==> src/rtl/cds_pkg.sv <==
package cds_pkg;

  localparam int QUEUE_DEPTH_DEF = 32;
  localparam int CYL_BITS_DEF    = 16;

  // Fixed field widths of the stream and configuration ports.
  localparam int CYL_W       = 16;
  localparam int CNT_W       = 17;
  localparam int SEEK_W      = 22;
  localparam int IN_TDATA_W  = 16;
  localparam int OUT_TDATA_W = 56;
  localparam int CFG_IDX_W   = 2;
  localparam int CFG_DATA_W  = 17;

  localparam logic [CFG_IDX_W-1:0] REG_CYL_COUNT  = 2'd0;
  localparam logic [CFG_IDX_W-1:0] REG_START_HEAD = 2'd1;
  localparam logic [CFG_IDX_W-1:0] REG_DIRECTION  = 2'd2;

  localparam logic [CNT_W-1:0] CYL_COUNT_RST = 17'd200;

  // One request to the seek accumulator to emit a visited position.
  typedef struct packed {
    logic valid;
    logic first;
    logic final_res;
  } put_req_t;

endpackage

==> src/rtl/cds_seek_acc.sv <==
module cds_seek_acc #(
  parameter int VW = cds_pkg::CNT_W
) (
  input  logic                           clk,
  input  logic                           rst,
  input  cds_pkg::put_req_t              put,
  input  logic [VW-1:0]                  pos,
  output logic                           put_ready,
  output logic                           m_tvalid,
  input  logic                           m_tready,
  // position [15:0], step_distance [31:16], total_seek [53:32], zero fill
  output logic [cds_pkg::OUT_TDATA_W-1:0] m_tdata,
  // final_res
  output logic                           m_tlast
);
  import cds_pkg::*;

  logic [VW-1:0]     prev;
  logic [SEEK_W-1:0] seek;
  logic [CYL_W-1:0]  pos_q;
  logic [CYL_W-1:0]  dist_q;
  logic [VW-1:0]     delta;
  logic [SEEK_W-1:0] seek_next;

  assign put_ready = !m_tvalid || m_tready;

  always_comb begin
    if (put.first) begin
      delta     = '0;
      seek_next = '0;
    end else begin
      delta     = (pos >= prev) ? pos - prev : prev - pos;
      seek_next = seek + SEEK_W'(delta);
    end
  end

  always_ff @(posedge clk) begin
    if (rst) begin
      m_tvalid <= 1'b0;
      seek     <= '0;
      prev     <= '0;
    end else begin
      if (put.valid && put_ready) begin
        m_tvalid <= 1'b1;
        seek     <= seek_next;
        prev     <= pos;
        pos_q    <= pos[CYL_W-1:0];
        dist_q   <= delta[CYL_W-1:0];
        m_tlast  <= put.final_res;
      end else if (m_tready) begin
        m_tvalid <= 1'b0;
      end
    end
  end

  assign m_tdata = {{(OUT_TDATA_W - SEEK_W - 2 * CYL_W){1'b0}}, seek, dist_q, pos_q};

endmodule

==> src/rtl/cscan_disk_scheduler.sv <==
// Requests are taken one per cycle while loading; a transfer marked tlast
// closes the batch. Ranking the n stored requests then uses one memory read
// per comparison, and each of the n + 3 results passes through a read of the
// sorted memory, then the output register.
// Synchronous reset loads the configuration defaults and clears the request count
// and seek total; the request memories are not cleared.
module cscan_disk_scheduler #(
  parameter int QUEUE_DEPTH   = cds_pkg::QUEUE_DEPTH_DEF,
  parameter int CYLINDER_BITS = cds_pkg::CYL_BITS_DEF
) (
  input  logic                            clk,
  input  logic                            rst,
  input  logic                            s_tvalid,
  output logic                            s_tready,
  // cylinder [15:0]
  input  logic [cds_pkg::IN_TDATA_W-1:0]  s_tdata,
  // last
  input  logic                            s_tlast,
  output logic                            m_tvalid,
  input  logic                            m_tready,
  // position [15:0], step_distance [31:16], total_seek [53:32], zero fill
  output logic [cds_pkg::OUT_TDATA_W-1:0] m_tdata,
  // final_res
  output logic                            m_tlast,
  input  logic                            cfg_we,
  input  logic [cds_pkg::CFG_IDX_W-1:0]   cfg_index,
  input  logic [cds_pkg::CFG_DATA_W-1:0]  cfg_data
);
  import cds_pkg::*;

  localparam int SW = (CYLINDER_BITS < CYL_W) ? CYLINDER_BITS : CYL_W;
  localparam int VW = (CYLINDER_BITS > CNT_W) ? CYLINDER_BITS : CNT_W;
  localparam int AW = (QUEUE_DEPTH > 1) ? $clog2(QUEUE_DEPTH) : 1;
  localparam int CW = $clog2(QUEUE_DEPTH + 1);
  localparam int KW = $clog2(QUEUE_DEPTH + 3);
  localparam int EW = KW + 1;
  localparam logic [VW:0] CAP_MAX = (VW+1)'(1) << CYLINDER_BITS;

  typedef enum logic [2:0] {
    ST_LOAD, ST_RANK_OUT, ST_RANK_HOLD, ST_RANK_IN, ST_RANK_WR, ST_EMIT_RD, ST_EMIT_PUT
  } state_t;

  typedef enum logic [1:0] {SLOT_HEAD, SLOT_MEM, SLOT_TOP, SLOT_ZERO} slot_t;

  function automatic logic [VW-1:0] clamp(input logic [SW-1:0] v, input logic [VW-1:0] t);
    logic [VW-1:0] w;
    w = VW'(v);
    return (w > t) ? t : w;
  endfunction

  // Configuration registers.
  logic [CNT_W-1:0] cyl_count;
  logic [CYL_W-1:0] start_head;
  logic             direction;

  always_ff @(posedge clk) begin
    if (rst) begin
      cyl_count  <= CYL_COUNT_RST;
      start_head <= '0;
      direction  <= 1'b0;
    end else if (cfg_we) begin
      unique case (cfg_index)
        REG_CYL_COUNT:  cyl_count  <= cfg_data;
        REG_START_HEAD: start_head <= cfg_data[CYL_W-1:0];
        REG_DIRECTION:  direction  <= cfg_data[0];
        default: ;
      endcase
    end
  end

  // Sweep end and head position, clamped to the cylinder range.
  logic [VW:0]   cap_ext;
  logic [VW:0]   cap;
  logic [VW-1:0] top;
  logic [VW-1:0] head;

  assign cap_ext = (VW+1)'(cyl_count);
  assign cap     = (cap_ext == '0) ? (VW+1)'(1) : ((cap_ext > CAP_MAX) ? CAP_MAX : cap_ext);
  assign top     = VW'(cap - (VW+1)'(1));
  assign head    = (VW'(start_head) > top) ? top : VW'(start_head);

  state_t         state;
  logic [CW-1:0]  count;
  logic [AW-1:0]  i_idx;
  logic [AW-1:0]  j_rd;
  logic [AW-1:0]  rank;
  logic [SW-1:0]  vi;
  logic [CW-1:0]  lo;
  logic [KW-1:0]  k;

  // Raw requests in arrival order, and the same requests in ascending order.
  logic [SW-1:0] raw_mem [QUEUE_DEPTH];
  logic [SW-1:0] raw_rdata;
  logic [AW-1:0] raw_raddr;
  logic          raw_we;
  logic [SW-1:0] sorted_mem [QUEUE_DEPTH];
  logic [SW-1:0] sorted_rdata;
  logic [AW-1:0] emit_addr;

  assign s_tready = (state == ST_LOAD);
  assign raw_we   = s_tvalid && s_tready && (count < CW'(QUEUE_DEPTH));

  always_comb begin
    unique case (state)
      ST_RANK_OUT:  raw_raddr = i_idx;
      ST_RANK_HOLD: raw_raddr = '0;
      default:      raw_raddr = j_rd + AW'(1);
    endcase
  end

  always_ff @(posedge clk) begin
    if (raw_we) begin
      raw_mem[count[AW-1:0]] <= s_tdata[SW-1:0];
    end
    raw_rdata <= raw_mem[raw_raddr];
  end

  always_ff @(posedge clk) begin
    if (state == ST_RANK_WR) begin
      sorted_mem[rank] <= vi;
    end
    sorted_rdata <= sorted_mem[emit_addr];
  end

  // A stable rank: smaller values first, equal values in arrival order.
  logic rank_inc;
  assign rank_inc = (raw_rdata < vi) || ((raw_rdata == vi) && (j_rd < i_idx));

  // Service order slot k: lo requests lie at or below the head, hi above it.
  slot_t         slot;
  logic          slot_final;
  logic [VW-1:0] slot_pos;

  always_comb begin
    logic [EW-1:0] ek;
    logic [EW-1:0] elo;
    logic [EW-1:0] en;
    logic [EW-1:0] ehi;
    logic [EW-1:0] addr;
    ek   = EW'(k);
    elo  = EW'(lo);
    en   = EW'(count);
    ehi  = en - elo;
    addr = '0;
    if (k == '0) begin
      slot = SLOT_HEAD;
    end else if (!direction) begin
      if (ek <= ehi) begin
        slot = SLOT_MEM;
        addr = elo + ek - EW'(1);
      end else if (ek == ehi + EW'(1)) begin
        slot = SLOT_TOP;
      end else if (ek == ehi + EW'(2)) begin
        slot = SLOT_ZERO;
      end else begin
        slot = SLOT_MEM;
        addr = ek - ehi - EW'(3);
      end
    end else begin
      if (ek <= elo) begin
        slot = SLOT_MEM;
        addr = elo - ek;
      end else if (ek == elo + EW'(1)) begin
        slot = SLOT_ZERO;
      end else if (ek == elo + EW'(2)) begin
        slot = SLOT_TOP;
      end else begin
        slot = SLOT_MEM;
        addr = en + elo + EW'(2) - ek;
      end
    end
    emit_addr  = addr[AW-1:0];
    slot_final = (ek == en + EW'(2));
    unique case (slot)
      SLOT_HEAD: slot_pos = head;
      SLOT_MEM:  slot_pos = clamp(sorted_rdata, top);
      SLOT_TOP:  slot_pos = top;
      default:   slot_pos = '0;
    endcase
  end

  put_req_t put;
  logic     put_ready;

  assign put.valid     = (state == ST_EMIT_PUT);
  assign put.first     = (k == '0);
  assign put.final_res = slot_final;

  always_ff @(posedge clk) begin
    if (rst) begin
      state <= ST_LOAD;
      count <= '0;
      i_idx <= '0;
      j_rd  <= '0;
      rank  <= '0;
      lo    <= '0;
      k     <= '0;
    end else begin
      unique case (state)
        ST_LOAD: begin
          if (s_tvalid) begin
            if (raw_we) begin
              count <= count + CW'(1);
            end
            if (s_tlast) begin
              i_idx <= '0;
              lo    <= '0;
              state <= ST_RANK_OUT;
            end
          end
        end
        ST_RANK_OUT: begin
          state <= ST_RANK_HOLD;
        end
        ST_RANK_HOLD: begin
          vi    <= raw_rdata;
          rank  <= '0;
          j_rd  <= '0;
          if (clamp(raw_rdata, top) <= head) begin
            lo <= lo + CW'(1);
          end
          state <= ST_RANK_IN;
        end
        ST_RANK_IN: begin
          rank <= rank + AW'(rank_inc);
          if (CW'(j_rd) == count - CW'(1)) begin
            state <= ST_RANK_WR;
          end else begin
            j_rd <= j_rd + AW'(1);
          end
        end
        ST_RANK_WR: begin
          if (CW'(i_idx) == count - CW'(1)) begin
            k     <= '0;
            state <= ST_EMIT_RD;
          end else begin
            i_idx <= i_idx + AW'(1);
            state <= ST_RANK_OUT;
          end
        end
        ST_EMIT_RD: begin
          state <= ST_EMIT_PUT;
        end
        ST_EMIT_PUT: begin
          if (put_ready) begin
            if (slot_final) begin
              count <= '0;
              state <= ST_LOAD;
            end else begin
              k     <= k + KW'(1);
              state <= ST_EMIT_RD;
            end
          end
        end
        default: state <= ST_LOAD;
      endcase
    end
  end

  cds_seek_acc #(
    .VW(VW)
  ) u_seek_acc (
    .clk       (clk),
    .rst       (rst),
    .put       (put),
    .pos       (slot_pos),
    .put_ready (put_ready),
    .m_tvalid  (m_tvalid),
    .m_tready  (m_tready),
    .m_tdata   (m_tdata),
    .m_tlast   (m_tlast)
  );

endmodule
==> config.mk <==
export PLATFORM = sky130hd
export DESIGN_NAME = cscan_disk_scheduler
export DESIGN_NICKNAME = d
export VERILOG_FILES = /design/src/rtl/cds_pkg.sv /design/src/rtl/cds_seek_acc.sv /design/src/rtl/cscan_disk_scheduler.sv
export SDC_FILE = /design/constraint.sdc
export NUM_CORES = 2
export LEC_CHECK = 0
export BUFFER_PORTS_ARGS = -buffer_cell sky130_fd_sc_hd__buf_2
export CORE_ASPECT_RATIO = 0.5
export CORE_MARGIN = 1
export CORE_UTILIZATION = 45
export CTS_CLUSTER_DIAMETER = 120
export DETAILED_ROUTE_END_ITERATION = 8
export GPL_TIMING_DRIVEN = 1
export SLEW_MARGIN = 15
export SYNTH_ARGS = -nofsm -noshare
export SYNTH_HDL_FRONTEND = slang
export SYNTH_SLANG_ARGS = --single-unit
export TNS_END_PERCENT = 5
==> constraint.sdc <==
create_clock -name clk -period 10.1 [get_ports clk]
set_input_delay 0.505 -clock clk [delete_from_list [all_inputs] [get_ports clk]]
set_output_delay 0.505 -clock clk [all_outputs]
set_load 0.05 [all_outputs]
==> reports/qor.yml <==
run_status: "finished clean"
grt_first_pass_wirelength_mm: 217
path_class: "reg2reg"
num-fill-cells: 10100
fin_setup_tns_ns: 0
drcViolationCount: 0
min_path_type: "in2reg"
core_region_area_mm2: 0.121
cts-root-buf: "sky130_fd_sc_hd__clkbuf_16"
ys_top_cells_by_area: "sky130_fd_sc_hd__edfxtp_1, sky130_fd_sc_hd__mux4_2, sky130_fd_sc_hd__dfxtp_1"
worst_slew_margin_rel_pct: 20.2
power.ir.vdd_worst_uv: 138
htree_num_levels: 3
dr_wl_cell_um: 24.9
register_area_mm2: 0.0351
worstPathRequired_ns: 10.73
drt.antenna.violating_nets: 0
netlist.top_cell.by_area: "sky130_fd_sc_hd__edfxtp_1"
maxClockFrequency_mhz: 104
yosys.area.top_type_share_pct: 58.3
layout-area-overhead-vs-synth_pct: 13.0
clk_latency_ns: 0.74
post_synth_inst_count: 4055
clk_pin_slew_ns: 0.07
part_of_the_cycle_the_worst_path_needs_pct: 95.5
placer_congestion_estimate: 0.902
vias: 34700
power_leakage_nw: 21.6
nets: 4470
crit_path_start_kind: "flip-flop"
antenna_found_initial: 4
routed_wirelength_mm: 147
dieArea_mm2: 0.124
die_height_um: 250
syn_area_mm2: 0.0553
finalHoldViolCount: 0
cp_max_fo: 6
min_hold_slack_ns: 0.0368
worst-slew-pin-transition_ns: 1.19
yosys_warnings: 0
asyncSetResetFlopFracSynth_pct: 0
final_layout_size_suffix_gt1_share_pct: 16.1
cts_buffers: 107
aggregate_global_routing_overflow: 0
multi_input_comb_area_mm2: 0.0191
rows: 90
crit_arrival_ns: 10.28
cts_max_path_buffers: 3
report.final.setup_viol: 0
post-route-worst-setup-slack_ns: 0.450
vias_per_cell: 5.87
final_cell_count_no_fill: 5924
synth_edf_count: 1073
cts_tree: "built"
min_period_ns: 9.65
fin_skew_ns: 0.0271
post_synthesis_mux_area_share_pct: 8.12
crit_path_max_incr_delay_ns: 0.57
placed_cells: 5702
timing.critical_path.slowest_stage_cell: "sky130_fd_sc_hd__or4_4"
power_density_mw_per_mm2: 179
crit_family: "compound AO/OA/AOI/OAI gates"
ys_seq_area_share_pct: 63.4
drt_iter0_drc: 3394
number_of_max_slew_violations_in_the_final_report: 0
utilization_pct: 51.6
post_detail_place_hpwl_mm: 92.6
number_of_sinks_on_the_clock_net: 1215
top_level_ports: 100
cp_num_buf_inv: 5
grt_pass1_vias: 33100
post-place-ws_ns: 0.132
yosysUniqueCellTypes: 85
die_w_um: 498
start_util_pct: 45.6
share_of_the_synthesized_area_in_compound_gates_ao_oa_aoi_oai_pct: 11.0
critPathCaptureType: "flip-flop"
main_combinational_cell_family_by_area_after_synthesis: "compound AO/OA/AOI/OAI gates"
postSynthAreaPerCell_um2: 13.6
post_synth_xor_area_fraction_pct: 1.63
grt.total_usage_pct: 23.3
synth_simple_gate_area_share_pct: 8.18
synth_flop_cell: "sky130_fd_sc_hd__edfxtp_1"
cap_viol_max_count: 0
grt_start_max_net_pins: 97
post_synth_fa_ha_maj_area_fraction_pct: 4.91
synth_seq_cells: 1215
drt_first_pass_iters: 5
io_buffers: 97
## what timing repair did
action / in CTS / in global routing
buffers inserted: 0 / 7
endpoints found under the setup margin: 0 / 12
gates resized for setup: 0 / 33
endpoints found under the hold margin: 8 / 0
hold buffers: 7 / 0
## area by class of cell
class / instances / area share [%]
inverters: 153 / 0.919
clock inverters: 75 / 1.65
repair buffers: 285 / 3.22
clock buffers: 125 / 4.42
multi-input cells: 2458 / 30.5
well taps: 1610 / 3.22
flip-flops and latches: 1215 / 56.1
diodes: 3 / 0.0120
## kinds of logic after synthesis
logic type | count (synthesis)
flip-flops | 1215
XOR/XNOR | 100
other | 2
AO/OA/AOI/OAI | 879
AND/OR/NAND/NOR | 977
buffers and inverters | 384
adder cells (fa/ha/maj) | 211
multiplexers | 287
## report_power, final
group          total, mW  switching, mW  internal (mW)
logic               1.26          0.744          0.516
clock network       4.45           1.93           2.52
registers           5.50         0.0396           5.46
## path summary, 6_finish.rpt
check / start / to / slack, ns / cells past startpoint
setup / recovery: cyl_count[6] / u_seek_acc.seek[21] / 0.45 / 47
hold / removal: cfg_data[1] / start_head[1] / 0.04 / 3
hold reg to reg: start_head[0] / start_head[0] / 0.46 / 2
setup reg to reg: cyl_count[6] / u_seek_acc.seek[21] / 0.45 / 47
## registers in the layout, indices dropped and copies added, names as in the netlist
signal	cells
u_seek_acc.dist_q	16
sorted_mem	512
sorted_rdata	16
direction	1
raw_rdata	16
u_seek_acc.pos_q	16
u_seek_acc.m_tlast	1
state	3
start_head	16
lo	6
u_seek_acc.prev	17
k	6
count	6
i_idx	5
cyl_count	17
rank	5
u_seek_acc.m_tvalid	1
j_rd	5
vi	16
raw_mem	512
u_seek_acc.seek	22
## layer usage
layer	vias up	GRT usage (%)	routed length (um)
met5	-	0	0
met4	0	5.97	3450
met3	199	3.57	8990
met2	1098	36.0	67200
met1	17700	34.3	67600
li1	15800	-	-
## Yosys cell counts, drive strengths merged (136+ instances only)
master	n
a21oi	175
a21boi	136
clkbuf	167
nand2	389
inv	153
o21ai	145
edfxtp	1073
a211oi	181
dfxtp	142
nor2	202
mux2i	144
ha	198
## cells in the final DEF, fill, tap and decap left out, types with 16 or more instances in the layout
cell type	synthesis	layout
sky130_fd_sc_hd__a211oi_1	173	173
sky130_fd_sc_hd__a21boi_0	136	134
sky130_fd_sc_hd__a21o_1	47	47
sky130_fd_sc_hd__a21oi_1	174	166
sky130_fd_sc_hd__a221oi_1	24	23
sky130_fd_sc_hd__and2_1	25	24
sky130_fd_sc_hd__and3_1	20	20
sky130_fd_sc_hd__buf_2	27	96
sky130_fd_sc_hd__buf_4	9	173
sky130_fd_sc_hd__bufinv_16	0	21
sky130_fd_sc_hd__clkbuf_1	167	16
sky130_fd_sc_hd__clkbuf_16	0	109
sky130_fd_sc_hd__clkinv_2	0	22
sky130_fd_sc_hd__dfxtp_1	142	142
sky130_fd_sc_hd__edfxtp_1	1073	1073
sky130_fd_sc_hd__ha_1	198	195
sky130_fd_sc_hd__inv_1	153	153
sky130_fd_sc_hd__mux2i_1	144	143
sky130_fd_sc_hd__mux4_2	128	128
sky130_fd_sc_hd__nand2_1	389	389
sky130_fd_sc_hd__nand2b_1	18	18
sky130_fd_sc_hd__nand3_1	123	123
sky130_fd_sc_hd__nand4_1	43	43
sky130_fd_sc_hd__nor2_1	202	191
sky130_fd_sc_hd__nor2b_1	26	26
sky130_fd_sc_hd__nor3_1	44	40
sky130_fd_sc_hd__o21a_1	26	25
sky130_fd_sc_hd__o21ai_0	137	132
sky130_fd_sc_hd__or3_1	20	18
sky130_fd_sc_hd__xnor2_1	64	63
sky130_fd_sc_hd__xor2_1	34	33
## worst register-to-register path: cells and delay by family (launching register included)
family          cells  cell delay (ns)
compound gates     27             4.89
xor+xnor            1             0.14
fa+ha+maj           5             1.53
buf+inv             5             0.70
flops               1             0.31
simple gates        9             2.00
## metrics by stage
stage	power [mW]	cell area (um^2)
floorplan	6.40	55300
global placement	6.78	58300
detailed placement	6.80	58300
CTS	11.2	62200
global route	11.6	62500
finish	11.2	62500
Power figures use the tool's default switching activity.
